**src/lpbe_pkg.sv**
```systemverilog
// Shared types and constants for the LED pixel bit encoder.
package lpbe_pkg;

   // Brightness saturation and divide-by-100 via reciprocal (x * 5243) >> 19
   localparam logic [6:0]  PCT_FULL    = 7'd100;
   localparam logic [12:0] RECIP_100   = 13'd5243;
   localparam int          RECIP_SHIFT = 19;

   // Configuration register reset values
   localparam logic [7:0] DUTY_ONE_RESET  = 8'd38;
   localparam logic [7:0] DUTY_ZERO_RESET = 8'd19;

   // Register indexes (byte address 4*i, index is paddr[2])
   typedef enum logic {
      REG_DUTY_ONE  = 1'b0,
      REG_DUTY_ZERO = 1'b1
   } reg_index_type;

   // Down-counter value loaded for the final wire bit position
   localparam logic [4:0] CNT_RGB_LAST  = 5'd23;
   localparam logic [4:0] CNT_RGBW_LAST = 5'd31;

   // Scaled pixel handed from the color pipeline to the serializer
   typedef struct packed {
      logic [7:0] red;
      logic [7:0] green;
      logic [7:0] blue;
      logic       rgbw;
   } pixel_type;

endpackage

```
**src/lpbe_if.sv**
```systemverilog
// Request and response channel interfaces for the LED pixel bit encoder.
interface lpbe_req_if;
   logic       valid;
   logic       ready;
   logic [7:0] red;
   logic [7:0] green;
   logic [7:0] blue;
   logic [6:0] level_pct;
   logic       chip_is_rgbw;

   modport source (output valid, red, green, blue, level_pct, chip_is_rgbw,
                   input ready);
   modport sink   (input valid, red, green, blue, level_pct, chip_is_rgbw,
                   output ready);
endinterface

interface lpbe_rsp_if;
   logic       valid;
   logic       ready;
   logic [7:0] duty_code;
   logic       last_code;

   modport source (output valid, duty_code, last_code, input ready);
   modport sink   (input valid, duty_code, last_code, output ready);
endinterface

```
**src/led_pixel_bit_encoder.sv**
```systemverilog
// Top level: color pipeline, white extraction, bit serializer and CSR port.
//
//   channel   direction  transfer            payload
//   req_chan  in         valid && ready      red, green, blue, level_pct, chip_is_rgbw
//   rsp_chan  out        valid && ready      duty_code, last_code
//   csr       in/out     psel&penable&pwrite duty_for_one @0x0, duty_for_zero @0x4
//
// One LED takes 24 (RGB) or 32 (RGBW) duty codes, set by the serializer that moves one
// duty code per response transfer; the first code is valid once the request has passed
// the capture, multiply and divide stages and been loaded into the serializer.
// Reset clears all valid bits and loads duty_for_one = 38, duty_for_zero = 19.
// While rsp_chan.ready is low the serializer holds; up to three further requests
// queue in the color pipeline before req_chan.ready drops.
module led_pixel_bit_encoder
   import lpbe_pkg::*;
(
   input  logic        clock,
   input  logic        reset,
   lpbe_req_if.sink    req_chan,
   lpbe_rsp_if.source  rsp_chan,
   input  logic        psel,
   input  logic        penable,
   input  logic        pwrite,
   input  logic [2:0]  paddr,
   input  logic [31:0] pwdata,
   output logic [31:0] prdata,
   output logic        pready
);

   // Configuration registers
   logic [7:0] duty_one_ff, duty_zero_ff;
   logic       csr_write;
   reg_index_type csr_index;

   assign pready    = 1'b1;
   assign csr_index = reg_index_type'(paddr[2]);
   assign csr_write = psel && penable && pwrite && pready;

   always_ff @(posedge clock) begin
      if (reset) begin
         duty_one_ff  <= DUTY_ONE_RESET;
         duty_zero_ff <= DUTY_ZERO_RESET;
      end else if (csr_write) begin
         case (csr_index)
            REG_DUTY_ONE:  duty_one_ff  <= pwdata[7:0];
            REG_DUTY_ZERO: duty_zero_ff <= pwdata[7:0];
            default: ;
         endcase
      end
   end

   always_comb begin
      case (csr_index)
         REG_DUTY_ONE:  prdata = {24'd0, duty_one_ff};
         REG_DUTY_ZERO: prdata = {24'd0, duty_zero_ff};
         default:       prdata = 32'd0;
      endcase
   end

   // Color pipeline
   logic      pix_valid;
   pixel_type pix;
   logic      load;

   lpbe_color_pipe u_pipe (
      .clock     (clock),
      .reset     (reset),
      .req_chan  (req_chan),
      .pix_valid (pix_valid),
      .pix       (pix),
      .pix_take  (load)
   );

   // White extraction for RGBW chips
   logic [7:0] min_rg, white;
   logic [31:0] bits_load;

   always_comb begin
      min_rg    = (pix.red < pix.green) ? pix.red : pix.green;
      white     = pix.rgbw ? ((pix.blue < min_rg) ? pix.blue : min_rg) : 8'd0;
      bits_load = {8'(pix.green - white), 8'(pix.red - white),
                   8'(pix.blue - white), white};
   end

   // Serializer: MSB of the shift register is the current wire bit
   logic        busy_ff, busy_in;
   logic [31:0] shift_ff, shift_in;
   logic [4:0]  cnt_ff, cnt_in;
   logic        rsp_done;

   assign rsp_done = busy_ff && rsp_chan.ready;
   assign load     = pix_valid && (!busy_ff || (rsp_chan.ready && cnt_ff == 5'd0));

   always_comb begin
      busy_in  = busy_ff;
      shift_in = shift_ff;
      cnt_in   = cnt_ff;
      if (load) begin
         busy_in  = 1'b1;
         shift_in = bits_load;
         cnt_in   = pix.rgbw ? CNT_RGBW_LAST : CNT_RGB_LAST;
      end else if (rsp_done) begin
         busy_in  = (cnt_ff != 5'd0);
         shift_in = {shift_ff[30:0], 1'b0};
         cnt_in   = cnt_ff - 5'd1;
      end
   end

   always_ff @(posedge clock) begin
      if (reset) begin
         busy_ff <= 1'b0;
      end else begin
         busy_ff <= busy_in;
      end
   end

   always_ff @(posedge clock) begin
      shift_ff <= shift_in;
      cnt_ff   <= cnt_in;
   end

   assign rsp_chan.valid     = busy_ff;
   assign rsp_chan.duty_code = shift_ff[31] ? duty_one_ff : duty_zero_ff;
   assign rsp_chan.last_code = (cnt_ff == 5'd0);

   // Assertions
   a_load_when_free: assert property (@(posedge clock) disable iff (reset)
      load |-> (!busy_ff || (rsp_chan.ready && cnt_ff == 5'd0)))
      else $error("serializer loaded while a code sequence is in flight");

   a_load_count: assert property (@(posedge clock) disable iff (reset)
      load |=> (cnt_ff == CNT_RGB_LAST || cnt_ff == CNT_RGBW_LAST))
      else $error("bad code count after load");

   a_white_removed: assert property (@(posedge clock) disable iff (reset)
      (load && pix.rgbw) |=>
         (shift_ff[31:24] == 8'd0 || shift_ff[23:16] == 8'd0 || shift_ff[15:8] == 8'd0))
      else $error("white not subtracted from the smallest channel");

   a_idle_after_last: assert property (@(posedge clock) disable iff (reset)
      (rsp_chan.valid && rsp_chan.ready && rsp_chan.last_code && !load) |=> !rsp_chan.valid)
      else $error("response valid after last code with nothing loaded");

endmodule

```
**src/lpbe_color_pipe.sv**
```systemverilog
// Three-stage color pipeline: input capture, brightness multiply, divide by 100.
module lpbe_color_pipe
   import lpbe_pkg::*;
(
   input  logic      clock,
   input  logic      reset,
   lpbe_req_if.sink  req_chan,
   output logic      pix_valid,
   output pixel_type pix,
   input  logic      pix_take
);

   // Stage 1: captured request, brightness saturated
   logic       v1_ff, v1_in;
   logic [7:0] r1_ff, g1_ff, b1_ff;
   logic [6:0] pct1_ff;
   logic       w1_ff;

   // Stage 2: channel times percent
   logic        v2_ff, v2_in;
   logic [14:0] r2_ff, g2_ff, b2_ff;
   logic        w2_ff;

   // Stage 3: scaled channels
   logic      v3_ff, v3_in;
   pixel_type p3_ff, p3_in;

   logic s1_open, s2_open, s3_open;
   logic [6:0] pct_sat;
   logic [14:0] r2_in, g2_in, b2_in;
   logic [27:0] rq, gq, bq;

   // Stage occupancy: a stage opens when empty or when its content moves on
   always_comb begin
      s3_open = !v3_ff || pix_take;
      s2_open = !v2_ff || s3_open;
      s1_open = !v1_ff || s2_open;
      v1_in   = s1_open ? req_chan.valid : v1_ff;
      v2_in   = s2_open ? v1_ff : v2_ff;
      v3_in   = s3_open ? v2_ff : v3_ff;
   end

   assign req_chan.ready = s1_open;

   assign pct_sat = (req_chan.level_pct > PCT_FULL) ? PCT_FULL
                                                    : req_chan.level_pct;

   // Brightness multiply
   always_comb begin
      r2_in = 15'(r1_ff) * 15'(pct1_ff);
      g2_in = 15'(g1_ff) * 15'(pct1_ff);
      b2_in = 15'(b1_ff) * 15'(pct1_ff);
   end

   // Divide by 100 through the reciprocal, exact for products up to 25500
   always_comb begin
      rq = 28'(r2_ff) * 28'(RECIP_100);
      gq = 28'(g2_ff) * 28'(RECIP_100);
      bq = 28'(b2_ff) * 28'(RECIP_100);
      p3_in.red   = rq[RECIP_SHIFT +: 8];
      p3_in.green = gq[RECIP_SHIFT +: 8];
      p3_in.blue  = bq[RECIP_SHIFT +: 8];
      p3_in.rgbw  = w2_ff;
   end

   // Valid bits
   always_ff @(posedge clock) begin
      if (reset) begin
         v1_ff <= 1'b0;
         v2_ff <= 1'b0;
         v3_ff <= 1'b0;
      end else begin
         v1_ff <= v1_in;
         v2_ff <= v2_in;
         v3_ff <= v3_in;
      end
   end

   // Payload registers
   always_ff @(posedge clock) begin
      if (s1_open && req_chan.valid) begin
         r1_ff   <= req_chan.red;
         g1_ff   <= req_chan.green;
         b1_ff   <= req_chan.blue;
         pct1_ff <= pct_sat;
         w1_ff   <= req_chan.chip_is_rgbw;
      end
      if (s2_open && v1_ff) begin
         r2_ff <= r2_in;
         g2_ff <= g2_in;
         b2_ff <= b2_in;
         w2_ff <= w1_ff;
      end
      if (s3_open && v2_ff) begin
         p3_ff <= p3_in;
      end
   end

   assign pix_valid = v3_ff;
   assign pix       = p3_ff;

endmodule
```
**src/flat_wrapper.sv**
```systemverilog
// flat-port wrapper written by rule: the top's interface ports become plain ports
module led_pixel_bit_encoder_flat import lpbe_pkg::*;
  (clock, reset, psel, penable, pwrite, paddr, pwdata, prdata, pready, req_chan_valid, req_chan_red, req_chan_green, req_chan_blue, req_chan_level_pct, req_chan_chip_is_rgbw, req_chan_ready, rsp_chan_valid, rsp_chan_duty_code, rsp_chan_last_code, rsp_chan_ready);
  lpbe_req_if req_chan_i ();
  lpbe_rsp_if rsp_chan_i ();
  input  logic clock;
  input  logic reset;
  input  logic psel;
  input  logic penable;
  input  logic pwrite;
  input  logic [2:0] paddr;
  input  logic [31:0] pwdata;
  output logic [31:0] prdata;
  output logic pready;
  input wire logic [$bits(req_chan_i.valid)-1:0] req_chan_valid;
  input wire logic [$bits(req_chan_i.red)-1:0] req_chan_red;
  input wire logic [$bits(req_chan_i.green)-1:0] req_chan_green;
  input wire logic [$bits(req_chan_i.blue)-1:0] req_chan_blue;
  input wire logic [$bits(req_chan_i.level_pct)-1:0] req_chan_level_pct;
  input wire logic [$bits(req_chan_i.chip_is_rgbw)-1:0] req_chan_chip_is_rgbw;
  output wire logic [$bits(req_chan_i.ready)-1:0] req_chan_ready;
  output wire logic [$bits(rsp_chan_i.valid)-1:0] rsp_chan_valid;
  output wire logic [$bits(rsp_chan_i.duty_code)-1:0] rsp_chan_duty_code;
  output wire logic [$bits(rsp_chan_i.last_code)-1:0] rsp_chan_last_code;
  input wire logic [$bits(rsp_chan_i.ready)-1:0] rsp_chan_ready;
  assign req_chan_i.valid = req_chan_valid;
  assign req_chan_i.red = req_chan_red;
  assign req_chan_i.green = req_chan_green;
  assign req_chan_i.blue = req_chan_blue;
  assign req_chan_i.level_pct = req_chan_level_pct;
  assign req_chan_i.chip_is_rgbw = req_chan_chip_is_rgbw;
  assign req_chan_ready = req_chan_i.ready;
  assign rsp_chan_valid = rsp_chan_i.valid;
  assign rsp_chan_duty_code = rsp_chan_i.duty_code;
  assign rsp_chan_last_code = rsp_chan_i.last_code;
  assign rsp_chan_i.ready = rsp_chan_ready;
  led_pixel_bit_encoder u_core (.clock(clock), .reset(reset), .req_chan(req_chan_i), .rsp_chan(rsp_chan_i), .psel(psel), .penable(penable), .pwrite(pwrite), .paddr(paddr), .pwdata(pwdata), .prdata(prdata), .pready(pready));
endmodule
```
**config.mk**
```make
export PLATFORM = sky130hd
export DESIGN_NAME = led_pixel_bit_encoder_flat
export DESIGN_NICKNAME = d
export VERILOG_FILES = /design/src/lpbe_pkg.sv /design/src/lpbe_if.sv /design/src/led_pixel_bit_encoder.sv /design/src/lpbe_color_pipe.sv /design/src/flat_wrapper.sv
export SDC_FILE = /design/constraint.sdc
export NUM_CORES = 1
export LEC_CHECK = 0
export ABC_AREA = 1
export BUFFER_PORTS_ARGS = -buffer_cell sky130_fd_sc_hd__clkbuf_2
export CAP_MARGIN = 10
export CELL_PAD_IN_SITES_DETAIL_PLACEMENT = 1
export CELL_PAD_IN_SITES_GLOBAL_PLACEMENT = 1
export CORE_MARGIN = 4
export CORE_UTILIZATION = 45
export CTS_CLUSTER_DIAMETER = 80
export DETAILED_ROUTE_END_ITERATION = 7
export PLACE_DENSITY_LB_ADDON = 0.1
export SLEW_MARGIN = 20
export SYNTH_ARGS = -nofsm -noshare
export SYNTH_HDL_FRONTEND = slang
export SYNTH_SLANG_ARGS = --single-unit
```
**constraint.sdc**
```tcl
create_clock -name clock -period 4.48 [get_ports clock]
set_input_delay 0.224 -clock clock [delete_from_list [all_inputs] [get_ports clock]]
set_output_delay 0.224 -clock clock [all_outputs]
set_load 0.01 [all_outputs]
```
==> impl_metrics.toml, run 1 <==
[run_status]
outcome = "finished, violations left"
violations = "setup timing"

[global_routing]
grt_usage_pct = 22.33
grt_use_met1_pct = 28.17
grt_pass1_vias = 20350
grt_max_degree = 47
grt_antenna_before_repair = 0
grt_use_met3_pct = 2.671
grt_first_pass_wirelength_um = 101500
met2_usage_pct = 40.37
overflow = 0
top_usage_layer = "met2"

[cts]
clk_pin_slew_ns = 0.07
clock-root-buffer = "clkbuf_16"
clk_latency_ns = 0.49
cts_buffers = 17
cts_tree = "built"
cts_sinks = 160
htreeDepth = 4
clock_path_buffers = 2

[logic_synthesis]
synth.area.top_cells = "fa_1, ha_1, edfxtp_1"
synthesis.area_sq_mm = 0.02331
synthTopCellsByCount = "inv_1, ha_1, nand2_1"
yosysMostFrequentCell = "inv_1"
yosysTopAreaCell = "fa_1"
yosysWarningCount = 0
synth_edf_count = 140
synth_top_area_share_pct = 25.24
syn_inst = 2549
ys_ff_latch = 160
synthFlopType = "edfxtp_1"
ys_types = 41
seq_area_frac_synth_pct = 19.75
synth_area_per_cell_sq_um = 9.147
synthArstFlopShare_pct = 0

[finish]
drive_gt1_share_pct = 26.67
syn_to_final_growth_pct = 29.41
instances_no_fill = 3680
nets = 3786
n_antenna_cell = 0

[route]
drcViolationCount = 0
drtPass1Iterations = 7
via_count = 18200
wl_um = 64830
vias_per_cell = 4.945
drtIter0Drc = 612
ant_nets = 0
wire_per_inst_um = 17.62

[hold_path]
hold_class = "input port to flop"

[floorplan]
num_rows = 83
die_h_um = 235.6
core-area_sq_mm = 0.05130
die_w_um = 235.6
start_util_pct = 45.45
die_area_sq_mm = 0.05552
ios = 118

[sta]
rsz0062_at_grt = "true"
hold_viol = 0
timing.fmax_ghz = 0.2066
worst_slack_ns = -0.3602
maxSlewViolCount = 0
period_minus_slack_ns = 4.840
fin_worst_skew_ns = 0.01294
tightest_slew_ns = 1.097
finalSetupViolations = 26
finalCritPeriodShare_pct = 108.0
timing.hold.ws_ns = 0.05098
maxSlewHeadroom_pct = 26.84

[critical_path]
critPathMaxFanout = 3
startpoint_type = "flop"
crit_chain = "buf_6, buf_6, nand2_2, inv_2, fa_1, inv_2, fa_1, inv_1, fa_1, fa_2, ha_4, a21oi_1, o21ai_1, a21oi_2, nor2_1, nor2_1, o21bai_1, nand2_1, inv_2, nor2_1, nor2_1, nor2_1, xor2_1"
crit_type = "flop to flop"
cp.depth = 23
rrSetupSlack_ns = -0.36
r2r_cells = 23
endpoint = "u_core.u_pipe.r2_ff[14]"
critPathMaxStageDelay_ns = 0.50
crit_required_ns = 4.71
reg2reg_to = "u_core.u_pipe.r2_ff[14]"
cp.arrival_ns = 5.07
crit_path_frequent_cell = "nor2_1"
cp-startpoint = "u_core.u_pipe.pct1_ff[1]"
path_delay_family = "adder cells"
rr_startpoint = "u_core.u_pipe.pct1_ff[1]"
path_buf_inv = 6
crit_path_top_delay_cell = "fa_1"
end_kind = "flop"

[place]
gp_congestion = 0.8618
place_hpwl_um = 48930
port_buffers = 66
place_ws_ns = -0.3123
placedCellCount = 3506

[run]
max_cap_viol_count = 0
==> how the worst min path moves through the flow <==
stage                          startpoint                       end  cells after the start
finish                          pwdata[6]    u_core.duty_zero_ff[6]                      3
global route        req_chan_level_pct[0]  u_core.u_pipe.pct1_ff[0]                      3
CTS                 req_chan_level_pct[0]  u_core.u_pipe.pct1_ff[0]                      3
detailed placement      req_chan_green[6]    u_core.u_pipe.g1_ff[6]                      1
global placement        req_chan_green[5]    u_core.u_pipe.g1_ff[5]                      1
floorplan                req_chan_blue[0]    u_core.u_pipe.b1_ff[0]                      0
==> per-layer routing <==
metal	up-vias	share of wire (%)
met2	218	52
met5	-	0
met3	88	1.8
met4	0	2.4
li1	8775	-
met1	9116	43
==> logic make-up (layout without fill, tap and decap cells) <==
kind of cell,Yosys count,after routing,share of synthesized area [%]
buffers and inverters,750,1177,12.53
adder cells (fa/ha/maj),724,724,48.32
AND/OR/NAND/NOR,534,535,9.145
AO/OA/AOI/OAI,291,291,6.918
flip-flops,160,160,19.75
XOR/XNOR,88,88,3.306
other,2,25,0.03221
==> layout make-up <==
type	count	area, sq um
repair buffers	452	3602
well taps	680	850.8
multi-input cells	1663	17940
clock buffers	19	432.9
flip-flops and latches	160	4604
fillers	5757	21130
inverters	694	2610
clock inverters	12	136.4
==> placed cells by master, fill, tap and decap left out, drive strengths merged, types with 5 or more instances in the layout <==
| master | Yosys | final |
|---|---|---|
| a211oi | 8 | 8 |
| dfxtp | 20 | 20 |
| a31oi | 13 | 13 |
| nand2 | 376 | 377 |
| clkinvlp | 0 | 5 |
| buf | 30 | 349 |
| nand4 | 13 | 13 |
| nand3 | 31 | 31 |
| nor3 | 13 | 13 |
| o21ai | 106 | 106 |
| nor2 | 94 | 94 |
| fa | 294 | 294 |
| a21o | 7 | 7 |
| xor2 | 59 | 59 |
| clkbuf | 26 | 86 |
| xnor2 | 29 | 29 |
| edfxtp | 140 | 140 |
| a21oi | 132 | 132 |
| dlygate4sd3 | 0 | 36 |
| nor4 | 6 | 6 |
| ha | 430 | 430 |
| conb | 2 | 25 |
| o21bai | 9 | 9 |
| inv | 693 | 695 |
==> repair_timing <==
| item | CTS | global route |
|---|---|---|
| setup endpoints to repair | 35 | 46 |
| endpoints found under the hold margin | 40 | 0 |
| setup buffers | 44 | 64 |
| gates cloned | 1 | 0 |
| resized for setup | 225 | 246 |
| hold buffers | 36 | 0 |
| pin swaps | 124 | 171 |
==> registers in the layout (all words and copies together) (netlist names) <==
signal                   count
u_core.u_pipe.pct1_ff        7
u_core.u_pipe.g1_ff          8
u_core.u_pipe.v1_ff          1
u_core.u_pipe.b2_ff         15
u_core.u_pipe.w1_ff          1
u_core.cnt_ff                5
u_core.u_pipe.pix           25
u_core.rsp_chan.valid        1
u_core.shift_ff             32
u_core.u_pipe.w2_ff          1
u_core.u_pipe.r2_ff         15
u_core.duty_zero_ff          8
u_core.u_pipe.pix_valid      1
u_core.u_pipe.g2_ff         15
u_core.u_pipe.r1_ff          8
u_core.u_pipe.b1_ff          8
u_core.u_pipe.v2_ff          1
u_core.duty_one_ff           8
==> tightest hold or removal path, stage by stage <==
cell and delay [ns]:
clkbuf_2 0.09, o21ai_0 0.10, nor2_1 0.09
==> per-stage QoR <==
| stage | area [sq um] | setup TNS (ns) | util, % |
|---|---|---|---|
| after floorplan | 23400 | 0 | - |
| after global placement | 26170 | -3.179 | 51.01 |
| after detailed placement | 26170 | -6.610 | 51.01 |
| after CTS | 28600 | -1.920 | 55.74 |
| after global routing | 30170 | -8.526 | 58.81 |
| final | 30170 | -3.131 | 58.81 |
Power of run 1 is left out: the tool's default activity adds up to more than one toggle a clock period on the data nets, which glitch-free logic cannot reach.
==> inputs of run 2 (changes only) <==
--- a/config.mk
+++ b/config.mk
@@ -8,13 +8,12 @@
 export ABC_AREA = 1
 export BUFFER_PORTS_ARGS = -buffer_cell sky130_fd_sc_hd__clkbuf_2
 export CAP_MARGIN = 10
-export CELL_PAD_IN_SITES_DETAIL_PLACEMENT = 1
-export CELL_PAD_IN_SITES_GLOBAL_PLACEMENT = 1
 export CORE_MARGIN = 4
-export CORE_UTILIZATION = 45
+export CORE_UTILIZATION = 58
 export CTS_CLUSTER_DIAMETER = 80
 export DETAILED_ROUTE_END_ITERATION = 7
-export PLACE_DENSITY_LB_ADDON = 0.1
+export PLACE_DENSITY = 0.79
+export SETUP_SLACK_MARGIN = 0.3
 export SLEW_MARGIN = 20
 export SYNTH_ARGS = -nofsm -noshare
 export SYNTH_HDL_FRONTEND = slang
==> impl_metrics.toml, run 2 (synthesized netlist as in run 1, its figures left out) <==
[route]
drtPass1Iterations = 7
wl_met1_um = 25860
dr_wl_met3_um = 5327
ant_nets = 0
vias_per_cell = 5.787
dr_wl_met2_um = 37020
wl_um = 74410
wire_per_inst_um = 21.12
via_count = 20390
highest_layer = "met4"
drcViolationCount = 1
drtIter0Drc = 1791

[sta]
period_minus_slack_ns = 4.824
hold_viol = 0
finalSetupViolations = 40
fin_worst_skew_ns = 0.01389
maxSlewHeadroom_pct = 28.42
rsz0062_at_grt = "true"
worst_slack_ns = -0.3436
maxSlewViolCount = 0
tightest_slew_ns = 1.074
finalCritPeriodShare_pct = 107.7
timing.fmax_ghz = 0.2073

[hold_path]
hold_class = "input port to flop"

[global_routing]
grt_max_degree = 47
grt_usage_pct = 29.11
grt_antenna_before_repair = 0
grt_pass1_vias = 21190
overflow = 0
grt_first_pass_wirelength_um = 103000

[finish]
drive_gt1_share_pct = 29.32
fillers = 2081
multi_input_area_sq_mm = 0.01831
final_area_sq_mm = 0.03060
layout_common_cells = "inv_1, ha_1, nand2_1"
largest_reg_flops = 32
n_antenna_cell = 0
largest_register = "u_core.shift_ff"
nets = 3783
final_common_cell = "inv_1"
final-seq-area_sq_mm = 0.004604
syn_to_final_growth_pct = 31.24
utilization_pct = 77.01

[cts]
clock-root-buffer = "clkbuf_16"
cts_buffers = 17
cts_sinks = 160
cts_tree = "built"
htreeDepth = 4
clock_path_buffers = 2
clk_pin_slew_ns = 0.07
clk_latency_ns = 0.48

[run]
max_cap_viol_count = 0

[floorplan]
die_h_um = 208.5
start_util_pct = 58.68
die_w_um = 208.5
ios = 118
core-area_sq_mm = 0.03973
die_area_sq_mm = 0.04347
num_rows = 73

[critical_path]
crit_type = "flop to flop"
critPathMaxFanout = 4
startpoint_type = "flop"
cp.arrival_ns = 5.05
end_kind = "flop"
crit_required_ns = 4.71

[place]
port_buffers = 66
gp_congestion = 0.9086
placed_cell_area_sq_mm = 0.02571
place_hpwl_um = 41940

[run_status]
violations = "DRC, setup timing"
outcome = "finished, violations left"
==> run 2: cell count changes in the layout (fill, tap and decap cells not counted), sizes merged <==
cell	delta
bufinv	-2
clkinvlp	-5
clkbuf	-1
bufbuf	+3
dlygate4sd3	-4
buf	-1
clkinv	-1
inv	+9
==> run 2: routing by layer <==
layer / vias to the layer above / track usage, %
met2: 1294 / 52.06
met4: 0 / 13.86
met5: - / 0
met3: 493 / 6.182
met1: 9827 / 33.19
li1: 8774 / -
==> run 2: worst max-delay path, cell delays in order, from the launching register on <==
cell and delay (ns):
edfxtp_1 0.48, buf_4 0.20, ha_1 0.30, inv_1 0.06, fa_1 0.47, inv_1 0.05
fa_1 0.49, ha_1 0.31, inv_1 0.06, fa_1 0.52, inv_1 0.06, ha_1 0.33
a21oi_1 0.33, nor2_4 0.09, a211oi_4 0.20, o21ai_1 0.11, nand2_1 0.07, o211ai_1 0.14
buf_4 0.17, xor2_1 0.13
==> run 2: final cells by class <==
class	instances	share of cell area, %
Timing Repair Buffer	449	12.47
Inverter	694	8.538
Sequential cell	160	15.05
Clock buffer	19	1.554
Tap cell	525	2.147
Clock inverter	13	0.4212
Multi-Input combinational cell	1663	59.82
==> run 2: worst paths after layout <==
| path | cells past startpoint | slack (ns) | from | endpoint |
|---|---|---|---|---|
| max reg2reg | 19 | -0.34 | u_core.u_pipe.b2_ff[9] | u_core.u_pipe.pix[3] |
| min | 3 | 0.03 | pwdata[6] | u_core.duty_zero_ff[6] |
| max | 19 | -0.34 | u_core.u_pipe.b2_ff[9] | u_core.u_pipe.pix[3] |
| min reg2reg | 0 | 0.43 | u_core.u_pipe.w2_ff | u_core.u_pipe.pix[0] |
==> run 2: through the flow <==
stage / hold WS, ns / TNS [ns] / setup slack, ns / instances
6_report: 0.03159 / -6.153 / -0.3436 / 3523
5_1_grt: 0.03636 / -11.17 / -0.4911 / 3523
4_1_cts: 0.01926 / -0.6214 / -0.1281 / 3462
3_5_place_dp: 0.4026 / -4.160 / -0.3095 / 3275
3_3_place_gp: 0.4007 / -1.355 / -0.1706 / 3275
2_1_floorplan: 0.3229 / 0 / 0.03125 / 2572
==> run 2: what timing repair did <==
action,in CTS,in global routing
gates cloned,5,0
hold buffers,32,0
endpoints found under the setup margin,48,61
setup buffers,118,60
resized for setup,324,231
pin swaps,206,200
endpoints found under the hold margin,32,0
Power of run 2 is left out for the same reason.
